`config.mk`:
```
export PLATFORM = sky130hd
export DESIGN_NAME = percent_decoder_flat
export DESIGN_NICKNAME = d
export VERILOG_FILES = /design/src/rtl/core/pct_pkg.sv /design/src/rtl/core/pct_if.sv /design/src/rtl/core/pct_decode.sv /design/src/rtl/core/percent_decoder.sv /design/src/flat_wrapper.sv
export VERILOG_INCLUDE_DIRS = /design/src /design/src/rtl/core
export SDC_FILE = /design/constraint.sdc
export NUM_CORES = 1
export LEC_CHECK = 0
export ABC_AREA = 0
export ABC_CLOCK_PERIOD_IN_PS = 5620
export BUFFER_PORTS_ARGS = -buffer_cell sky130_fd_sc_hd__buf_2
export CORE_MARGIN = 5
export CORE_UTILIZATION = 35
export CTS_BUF_LIST = sky130_fd_sc_hd__clkbuf_16
export DETAILED_ROUTE_END_ITERATION = 6
export PLACE_DENSITY = 0.56
export SLEW_MARGIN = 30
export SYNTH_ARGS = -nofsm -noshare
export SYNTH_HDL_FRONTEND = slang
export SYNTH_SLANG_ARGS = --single-unit
```
`constraint.sdc`:
```
create_clock -name clk_i -period 5.62 [get_ports clk_i]
set_clock_uncertainty 0.05 [all_clocks]
set_input_delay 0.562 -clock clk_i [delete_from_list [all_inputs] [get_ports clk_i]]
set_output_delay 0.562 -clock clk_i [all_outputs]
set_load 0.01 [all_outputs]
```
`src/rtl/core/assert_macros.svh`:
```
// Assertion macros used by the percent decoder RTL.
`ifndef ASSERT_MACROS_SVH
`define ASSERT_MACROS_SVH
`ifndef SYNTHESIS
// Property must hold at every rising clock edge outside reset.
`define ASSERT_PROP(lbl, clk, rst_n, prop, msg) \
  lbl: assert property (@(posedge clk) disable iff (!rst_n) (prop)) else $error(msg);
// Condition must never be true outside reset.
`define ASSERT_NEVER(lbl, clk, rst_n, cond, msg) \
  lbl: assert property (@(posedge clk) disable iff (!rst_n) !(cond)) else $error(msg);
`else
`define ASSERT_PROP(lbl, clk, rst_n, prop, msg)
`define ASSERT_NEVER(lbl, clk, rst_n, cond, msg)
`endif
`endif

```
`src/rtl/core/pct_pkg.sv`:
```
// Package: types, character constants and hex, whitespace and plus helpers for the percent decoder.
`timescale 1ns / 1ps
package pct_pkg;

  localparam int unsigned MAX_RES = 3;
  localparam int unsigned CNT_W   = $clog2(MAX_RES + 1);

  localparam logic [7:0] CHAR_PERCENT = 8'h25;
  localparam logic [7:0] CHAR_PLUS    = 8'h2B;
  localparam logic [7:0] CHAR_SPACE   = 8'h20;
  localparam logic [7:0] CHAR_MINUS   = 8'h2D;
  localparam logic [7:0] CHAR_TAB     = 8'h09;
  localparam logic [7:0] CHAR_CR      = 8'h0D;

  typedef enum logic [1:0] {
    PH_PLAIN = 2'd0,
    PH_PCT   = 2'd1,
    PH_PAIR  = 2'd2
  } phase_e;

  typedef struct packed {
    phase_e     phase;
    logic [7:0] first;
  } state_t;

  typedef struct packed {
    logic [CNT_W-1:0]            cnt;
    logic [MAX_RES-1:0][7:0]     bytes;
  } res_t;

  // {valid, nibble}
  function automatic logic [4:0] hex_val(input logic [7:0] c);
    logic [4:0] r;
    r = 5'd0;
    if (c >= "0" && c <= "9") begin
      r = {1'b1, 4'(c - "0")};
    end else if (c >= "a" && c <= "f") begin
      r = {1'b1, 4'(c - "a" + 8'd10)};
    end else if (c >= "A" && c <= "F") begin
      r = {1'b1, 4'(c - "A" + 8'd10)};
    end
    return r;
  endfunction

  function automatic logic is_ws(input logic [7:0] c);
    return (c == CHAR_SPACE) || (c >= CHAR_TAB && c <= CHAR_CR);
  endfunction

  function automatic logic [7:0] plain(input logic [7:0] c);
    return (c == CHAR_PLUS) ? CHAR_SPACE : c;
  endfunction

endpackage

```
`src/rtl/core/pct_if.sv`:
```
// Valid/ready stream interfaces for encoded input and decoded output items.
`timescale 1ns / 1ps
interface pct_in_if;
  logic       valid;
  logic       ready;
  logic [7:0] in_byte;
  logic       in_last;

  modport source (output valid, output in_byte, output in_last, input ready);
  modport sink   (input valid, input in_byte, input in_last, output ready);
endinterface

interface pct_out_if;
  logic       valid;
  logic       ready;
  logic [7:0] out_byte;
  logic       run_end;
  logic       string_end;

  modport source (output valid, output out_byte, output run_end, output string_end,
                  input ready);
  modport sink   (input valid, input out_byte, input run_end, input string_end,
                  output ready);
endinterface

```
`src/rtl/core/pct_decode.sv`:
```
// Combinational decode of one input byte into up to three output bytes.
`timescale 1ns / 1ps
module pct_decode import pct_pkg::*; (
  input  state_t     state_i,
  input  logic [7:0] byte_i,
  input  logic       last_i,
  output state_t     state_o,
  output res_t       res_o
);

  logic [4:0]       ha, hb;
  logic             pair_ok;
  logic [7:0]       pair_v;
  logic [7:0]       a;
  logic [CNT_W-1:0] n;

  assign a  = state_i.first;
  assign ha = hex_val(a);
  assign hb = hex_val(byte_i);

  always_comb begin
    pair_ok = 1'b0;
    pair_v  = 8'd0;
    if (ha[4]) begin
      pair_ok = 1'b1;
      pair_v  = hb[4] ? {ha[3:0], hb[3:0]} : {4'd0, ha[3:0]};
    end else if (hb[4]) begin
      if (is_ws(a) || a == CHAR_PLUS) begin
        pair_ok = 1'b1;
        pair_v  = {4'd0, hb[3:0]};
      end else if (a == CHAR_MINUS) begin
        pair_ok = 1'b1;
        pair_v  = 8'd0 - {4'd0, hb[3:0]};
      end
    end
  end

  always_comb begin
    n             = '0;
    res_o.bytes   = '0;
    state_o.phase = PH_PLAIN;
    state_o.first = state_i.first;
    case (state_i.phase)
      PH_PCT: begin
        if (last_i) begin
          res_o.bytes[0] = CHAR_PERCENT;
          res_o.bytes[1] = plain(byte_i);
          n = CNT_W'(2);
        end else begin
          state_o.first = byte_i;
          state_o.phase = PH_PAIR;
        end
      end
      PH_PAIR: begin
        if (pair_ok) begin
          res_o.bytes[0] = pair_v;
          n = CNT_W'(1);
        end else begin
          res_o.bytes[0] = CHAR_PERCENT;
          n = CNT_W'(1);
          if (a == CHAR_PERCENT && !last_i) begin
            // percent as first pair char reopens an escape
            state_o.first = byte_i;
            state_o.phase = PH_PAIR;
          end else begin
            res_o.bytes[1] = plain(a);
            n = CNT_W'(2);
            if (byte_i == CHAR_PERCENT && !last_i) begin
              state_o.phase = PH_PCT;
            end else begin
              res_o.bytes[2] = plain(byte_i);
              n = CNT_W'(3);
            end
          end
        end
      end
      default: begin
        if (byte_i == CHAR_PERCENT && !last_i) begin
          state_o.phase = PH_PCT;
        end else begin
          res_o.bytes[0] = plain(byte_i);
          n = CNT_W'(1);
        end
      end
    endcase
    if (last_i) begin
      state_o.phase = PH_PLAIN;
    end
    res_o.cnt = n;
  end

endmodule

```
`src/rtl/core/percent_decoder.sv`:
```
// Top level of the URL percent decoder.
// The decoded bytes are registered: the first is offered in the cycle after its input item is accepted.
// Throughput: one output byte per cycle while out_o.ready is high; an item that yields more than one byte
// holds off the next input item until its last byte is being taken from the result buffer.
// Reset (rst_ni low, async): back to plain text, result buffer empty.
`timescale 1ns / 1ps
`include "assert_macros.svh"
module percent_decoder import pct_pkg::*; (
  input  logic            clk_i,
  input  logic            rst_ni,
  pct_in_if.sink          in_i,
  pct_out_if.source       out_o
);

  state_t                  state_q, state_d;
  res_t                    res_d;
  logic [MAX_RES-1:0][7:0] buf_q;
  logic [CNT_W-1:0]        cnt_q;
  logic                    last_q;
  logic                    in_fire, out_fire;

  pct_decode u_decode (
    .state_i (state_q),
    .byte_i  (in_i.in_byte),
    .last_i  (in_i.in_last),
    .state_o (state_d),
    .res_o   (res_d)
  );

  assign out_fire = out_o.valid && out_o.ready;
  assign in_i.ready = (cnt_q == '0) || (cnt_q == CNT_W'(1) && out_o.ready);
  assign in_fire  = in_i.valid && in_i.ready;

  assign out_o.valid      = (cnt_q != '0);
  assign out_o.out_byte   = buf_q[0];
  assign out_o.run_end    = (cnt_q == CNT_W'(1));
  assign out_o.string_end = (cnt_q == CNT_W'(1)) && last_q;

  always_ff @(posedge clk_i or negedge rst_ni) begin
    if (!rst_ni) begin
      state_q.phase <= PH_PLAIN;
      state_q.first <= 8'h00;
      cnt_q         <= '0;
      last_q        <= 1'b0;
    end else begin
      if (in_fire) begin
        state_q.phase <= state_d.phase;
        state_q.first <= state_d.first;
        cnt_q         <= res_d.cnt;
        last_q        <= in_i.in_last;
      end else if (out_fire) begin
        cnt_q <= cnt_q - CNT_W'(1);
      end
    end
  end

  // payload: no reset
  always_ff @(posedge clk_i) begin
    if (in_fire) begin
      buf_q <= res_d.bytes;
    end else if (out_fire) begin
      for (int i = 0; i < MAX_RES - 1; i++) begin
        buf_q[i] <= buf_q[i+1];
      end
    end
  end

  `ASSERT_PROP(a_in_only_when_drained, clk_i, rst_ni,
               in_fire |-> (cnt_q == '0 || (cnt_q == CNT_W'(1) && out_fire)),
               "item accepted with results pending")
  `ASSERT_PROP(a_drain_step, clk_i, rst_ni,
               (out_fire && !in_fire) |=> (cnt_q == $past(cnt_q) - CNT_W'(1)),
               "result count did not step down")
  `ASSERT_PROP(a_last_to_plain, clk_i, rst_ni,
               (in_fire && in_i.in_last) |=> (state_q.phase == PH_PLAIN),
               "escape open after end of string")
  `ASSERT_PROP(a_last_yields, clk_i, rst_ni,
               (in_fire && in_i.in_last) |=> (cnt_q != '0 && last_q),
               "final byte produced no result")

endmodule

```
`src/flat_wrapper.sv`:
```
// flat-port wrapper written by rule: the top's interface ports become plain ports
module percent_decoder_flat import pct_pkg::*;
  (clk_i, rst_ni, in_i_valid, in_i_in_byte, in_i_in_last, in_i_ready, out_o_valid, out_o_out_byte, out_o_run_end, out_o_string_end, out_o_ready);
  pct_in_if in_i_i ();
  pct_out_if out_o_i ();
  input  logic clk_i;
  input  logic rst_ni;
  input wire logic [$bits(in_i_i.valid)-1:0] in_i_valid;
  input wire logic [$bits(in_i_i.in_byte)-1:0] in_i_in_byte;
  input wire logic [$bits(in_i_i.in_last)-1:0] in_i_in_last;
  output wire logic [$bits(in_i_i.ready)-1:0] in_i_ready;
  output wire logic [$bits(out_o_i.valid)-1:0] out_o_valid;
  output wire logic [$bits(out_o_i.out_byte)-1:0] out_o_out_byte;
  output wire logic [$bits(out_o_i.run_end)-1:0] out_o_run_end;
  output wire logic [$bits(out_o_i.string_end)-1:0] out_o_string_end;
  input wire logic [$bits(out_o_i.ready)-1:0] out_o_ready;
  assign in_i_i.valid = in_i_valid;
  assign in_i_i.in_byte = in_i_in_byte;
  assign in_i_i.in_last = in_i_in_last;
  assign in_i_ready = in_i_i.ready;
  assign out_o_valid = out_o_i.valid;
  assign out_o_out_byte = out_o_i.out_byte;
  assign out_o_run_end = out_o_i.run_end;
  assign out_o_string_end = out_o_i.string_end;
  assign out_o_i.ready = out_o_ready;
  percent_decoder u_core (.clk_i(clk_i), .rst_ni(rst_ni), .in_i(in_i_i), .out_o(out_o_i));
endmodule
```
Word-level counts from Yosys, hierarchy flattened --
Index checks and enable logic that the tools add are counted.
Storage, ports and cells: logic and storage cells 111, flip-flop bits (word level) 37, output and inout port bits 12, bits of input ports 13
Cells by class: bitwise gates (word level) 1, eq/ne operators 12, $lt $le $gt $ge 14, multiplexer cells 42, reductions and logical operators 23, add/subtract/negate cells 12
Operators with widths (count):
- $mux 8 | 12
- $eq 8x6->1 const B | 6
- $mux 16 | 3
- $pmux 8 s2 | 3
- $ge 8x7->1 const B | 4
- $le 8x7->1 const B | 4
- $mux 5 | 6
- $sub 4x1->4 const B | 6
- $mux 10 | 2
- $add 4x4->4 const B | 4
- $ge 8x6->1 const B | 2
- $le 8x6->1 const B | 2
- $mux 2 | 7
- $logic_and 1x1->1 | 13
- $ge 8x4->1 const B | 1
- $le 8x4->1 const B | 1
- $pmux 2 s2 | 2
- $mux 1 | 7
- $ne 2x2->1 const B | 3
- $reduce_bool 2->1 | 3
- $reduce_and 5->1 | 1
- $sub 1x4->5 const A | 1
- $eq 2x1->1 const B | 2
- $logic_or 1x1->1 | 3
- other kinds (6) | 6

Longest topological paths before layout --
word-level depth 13, gate-level depth with buffers 13, mapped depth without buffers 12

Modules after synthesis --
A second synthesis with hierarchy kept.
Second synthesis, totals: cell total of the unflattened synthesis 301, area, all modules 2899.0 µm²
Modules (own cells, without submodules):
- percent_decoder | sequential area each 1046.0 µm², instances 1, cells each 95, area each 1567.8 µm²
- pct_decode | sequential area each 0.0 µm², instances 1, cells each 206, area each 1331.3 µm²

Worst setup path before layout --
Ideal clock, no wire load.
path type input to register, from in in_i_in_byte[0], to reg u_core.buf_q (netlist bit u_core.out_o.out_byte[4]), data pin, required time 5.308 ns, stages on the path 13, buffers on the path 1, data arrival time 3.023 ns, setup slack 2.285 ns, cells stage by stage clkbuf_1 -> inv_1 -> ha_1 -> nor3b_1 -> a311oi_4 -> a22oi_1 -> ha_1 -> nor2b_1 -> or3b_2 -> o211ai_1 -> a21oi_1 -> a221oi_1 -> nor2_1
Between the ends: longest elaborated chain between the ends 13
RTL lines:
- start: declaration | line flat_wrapper.sv:9 | input wire logic [$bits(in_i_i.in_byte)-1:0] in_i_in_byte;
- $sub 4x1->4, or another cell as far along | line pct_pkg.sv:38, pct_pkg.sv:40
- $add 4x4->4 / $logic_and 1x1->1 (equally long branches) | line pct_pkg.sv:38, pct_pkg.sv:40, pct_pkg.sv:39
- $mux 5 | line pct_pkg.sv:39 | end else if (c >= "A" && c <= "F") begin
- $mux 5 | line pct_pkg.sv:37 | end else if (c >= "a" && c <= "f") begin
- $mux 5 | line pct_pkg.sv:35 | if (c >= "0" && c <= "9") begin
- $sub 1x4->5 | line pct_decode.sv:33 | pair_v = 8'd0 - {4'd0, hb[3:0]};
- $mux 8 | line pct_decode.sv:31 | end else if (a == CHAR_MINUS) begin
- $mux 8 | line pct_decode.sv:28 | if (is_ws(a) || a == CHAR_PLUS) begin
- $mux 8 | line pct_decode.sv:27 | end else if (hb[4]) begin
- $mux 8 | line pct_decode.sv:24 | if (ha[4]) begin
- $mux 8 | line pct_decode.sv:55 | if (pair_ok) begin
- $pmux 8 s2 (*) | line pct_decode.sv:43 | case (state_i.phase)
- $mux 16 (*) | line percent_decoder.sv:59 | if (in_fire) begin
- end signal: assignment | line percent_decoder.sv:60 | buf_q <= res_d.bytes;
- end signal: indexed assignment | line percent_decoder.sv:63 | buf_q[i] <= buf_q[i+1];
- end: declaration | line percent_decoder.sv:17 | logic [MAX_RES-1:0][7:0] buf_q;
Every way passes the cells marked *; elsewhere a longest branch is shown, timed or not. A chain may end at the register's enable or synchronous reset.

Final worst setup path --
from in in_i_in_byte[1], to reg u_core.buf_q (netlist bit u_core.out_o.out_byte[4]), data pin
Same word-level chain as after synthesis.

==> impl_metrics.tcl <==
set metrics [dict create \
    drive_gt1_share_pct 12.8 \
    grt_use_total_pct 15.6 \
    rsz0062_at_grt "false" \
    num_vias 2428 \
    max_freq_mhz 286 \
    clock_latency_ns 0.28 \
    crit_slowest_cell "or3b_2" \
    critPathKind "in -> reg" \
    synth_flop_cell "edfxtp_1" \
    cpMostUsedCell "ha_1" \
    layout_min_cycle_time_ns 3.49 \
    crit_path_cell_trace "buf_2 -> inv_1 -> ha_1 -> nor3b_1 -> a311oi_4 -> a22oi_1 -> ha_1 -> nor2b_1 -> or3b_2 -> o211ai_1 -> a21oi_1 -> a221oi_1 -> nor2_1" \
    path_max_fanout 6 \
    cts_root_buffer "clkbuf_16" \
    hold_class "in -> async" \
    synth_cells 307 \
    cts_sinks 37 \
    final.setup.tns_ns 0 \
    p_leak_nw 1.12 \
    start_util_pct 35.6 \
    die_x_um 98.4 \
    drt-vias-per-instance 5.85 \
    clk_pin_slew_ns 0.06 \
    yosysTopAreaCell "edfxtp_1" \
    dieArea_sq_um 9680 \
    synth-async-reset-ratio_pct 35.1 \
    numPortBuffers 24 \
    cts_buffer_depth 2 \
    drtIter0Drc 168 \
    power_w 0.00148 \
    holdWs_ns 0.129 \
    critPathCaptureType "register" \
    timing.final.hold_violations 0 \
    setup_viol 0 \
    fp.coreArea_sq_um 7690 \
    cap_violations 0 \
    ys_warn_count 0 \
    final_max_slew_viol_count 0 \
    numCtsBuffers 5 \
    ctsResizeCount 0 \
    yosysTopAreaCellShare_pct 26.4 \
    syn_avg_cell_area_sq_um 8.91 \
    grt_max_degree 26 \
    crit_buf_inv 2 \
    dp_hpwl_um 5580 \
    detail-route-antenna-nets 0 \
    wl_um 7540 \
    diodes 0 \
    dp.cells 407 \
    fin_ws_ns 2.13 \
    wl_per_cell_um 18.2 \
    yosysSeqAreaShare_pct 38.3 \
    startpoint "in_i_in_byte[1]" \
    cp.arrival_ns 3.47 \
    outcome "complete, no violations" \
    synth_nets 332 \
    gp_congestion 0.903 \
    final_cells 415 \
    drc_errors 0 \
    cts_setup_buffers 0 \
    hold_buffers 0 \
    pre_cts_slack_ns 1.87 \
    grt_pass1_vias 2288 \
    antenna_found_initial 0 \
    rows 32 \
    fin_nets 337 \
    synth_area_sq_um 2730 \
    die_y_um 98.4 \
    crit_required_ns 5.60 \
    path_delay_family "simple AND/OR/NAND/NOR gates" \
    max_slew.worst_pin.slew_ns 0.929 \
    reg2reg_from "u_core.cnt_q[0]" \
    cp-start-kind "input port" \
    ys_types 58 \
    grt_pass1_wl_um 12000 \
    ir_drop_mv 0.124 \
    grt-ovfl-total 0 \
    relSlewSlack_pct 38.0 \
    powerDensity_nw_per_um2 499 \
    synth-edff-count 24 \
    dr.pass1.iters 4 \
    htree_levels 2 \
    cts_tree "done" \
    ys_ff_latch 37 \
    cpPeakStageDelay_ns 0.47 \
    period_share_pct 62.2 \
    pin_count 25 \
    synthTopCellsByArea "edfxtp_1 26%, dfrtp_1 12%, ha_1 5.5%" \
    area_growth_pct 8.47 \
]
## path summary, 6_finish.rpt
check                           slack (ns)  cells after the start                        to
worst max-delay path                  2.13                     13  u_core.out_o.out_byte[4]
worst min-delay path                  0.13                      1         u_core.state_q[6]
worst max register to register        2.28                      8           u_core.buf_q[9]
worst min register to register        0.44                      2             u_core.last_q
max in group asynchronous             5.13                      1         u_core.state_q[3]
min in group clk_i                    0.44                      2             u_core.last_q
## cell type report
class | instances | area, sq um
fillers | 804 | 4720
well taps | 102 | 128
repair buffers | 24 | 120
flip-flops and latches | 37 | 1050
clock buffers | 5 | 125
multi-input cells | 224 | 1460
inverters | 20 | 75.1
clock inverters | 3 | 11.3
## metrics by stage
stage          util [%]  cell area [sq um]
4_1_cts            38.6               2970
3_3_place_gp       36.8               2830
2_1_floorplan         -               2730
6_report           38.6               2970
3_5_place_dp       36.8               2830
5_1_grt            38.6               2970
## cell usage in the layout (no fill, tap or decap), drive strengths merged, types with 3 or more instances in the layout
master    n
nand3    17
a22oi     6
nor4      3
clkbuf    5
dfrtp    13
o31ai     6
buf      24
edfxtp   24
nand2    25
a21oi    15
o21ai    32
and2      5
a2bb2oi   4
or3       3
nand4     5
nor2     21
a221oi    3
nor3     13
inv      22
a21o      4
a211oi    3
ha       12
nor3b     5
o211ai    3
nand2b    4
## registers in the layout, summed over array words and instances (netlist names)
| register | flops |
|---|---|
| u_core.buf_q | 16 |
| u_core.last_q | 1 |
| u_core.state_q | 10 |
| u_core.out_o.out_byte | 8 |
| u_core.cnt_q | 2 |
## routing by layer
layer / GRT usage, % / vias up / share of wire [%]
met1: 20.7 / 1171 / 44
met5: 0 / - / 0
li1: - / 1144 / -
met3: 3.43 / 24 / 6.2
met2: 25.0 / 89 / 47
met4: 5.46 / 0 / 2.5
## power by group
| group | switching [W] | internal [W] |
|---|---|---|
| Clock | 0.000105 | 0.000159 |
| Combinational | 0.000447 | 0.000249 |
| Sequential | 0.0000839 | 0.000435 |
| Total | 0.000635 | 0.000844 |
## synthesized netlist by cell type, types with 4 or more instances
cell type  count
nand3_1       17
ha_1          12
a21o_1         4
a22oi_1        6
inv_1         20
o31ai_1        6
o21ai_0       29
nor3_1        13
nand2b_1       4
nand4_1        5
nor2_1        20
and2_1         5
dfrtp_1       13
clkbuf_1      12
edfxtp_1      24
buf_4         10
a2bb2oi_1      4
a21oi_1       13
nand2_1       25
nor3b_1        5
## logic make-up (layout without fill, tap and decap cells)
group           Yosys count  count (layout)  synth area share [%]
simple gates            113             113                  22.2
xor+xnor                  1               1                 0.320
fa+ha+maj                12              12                  5.49
mux                       4               4                  1.56
flops                    37              37                  38.3
buf+inv                  46              52                  8.33
compound gates           94              94                  23.8
Power figures use the tool's default switching activity.
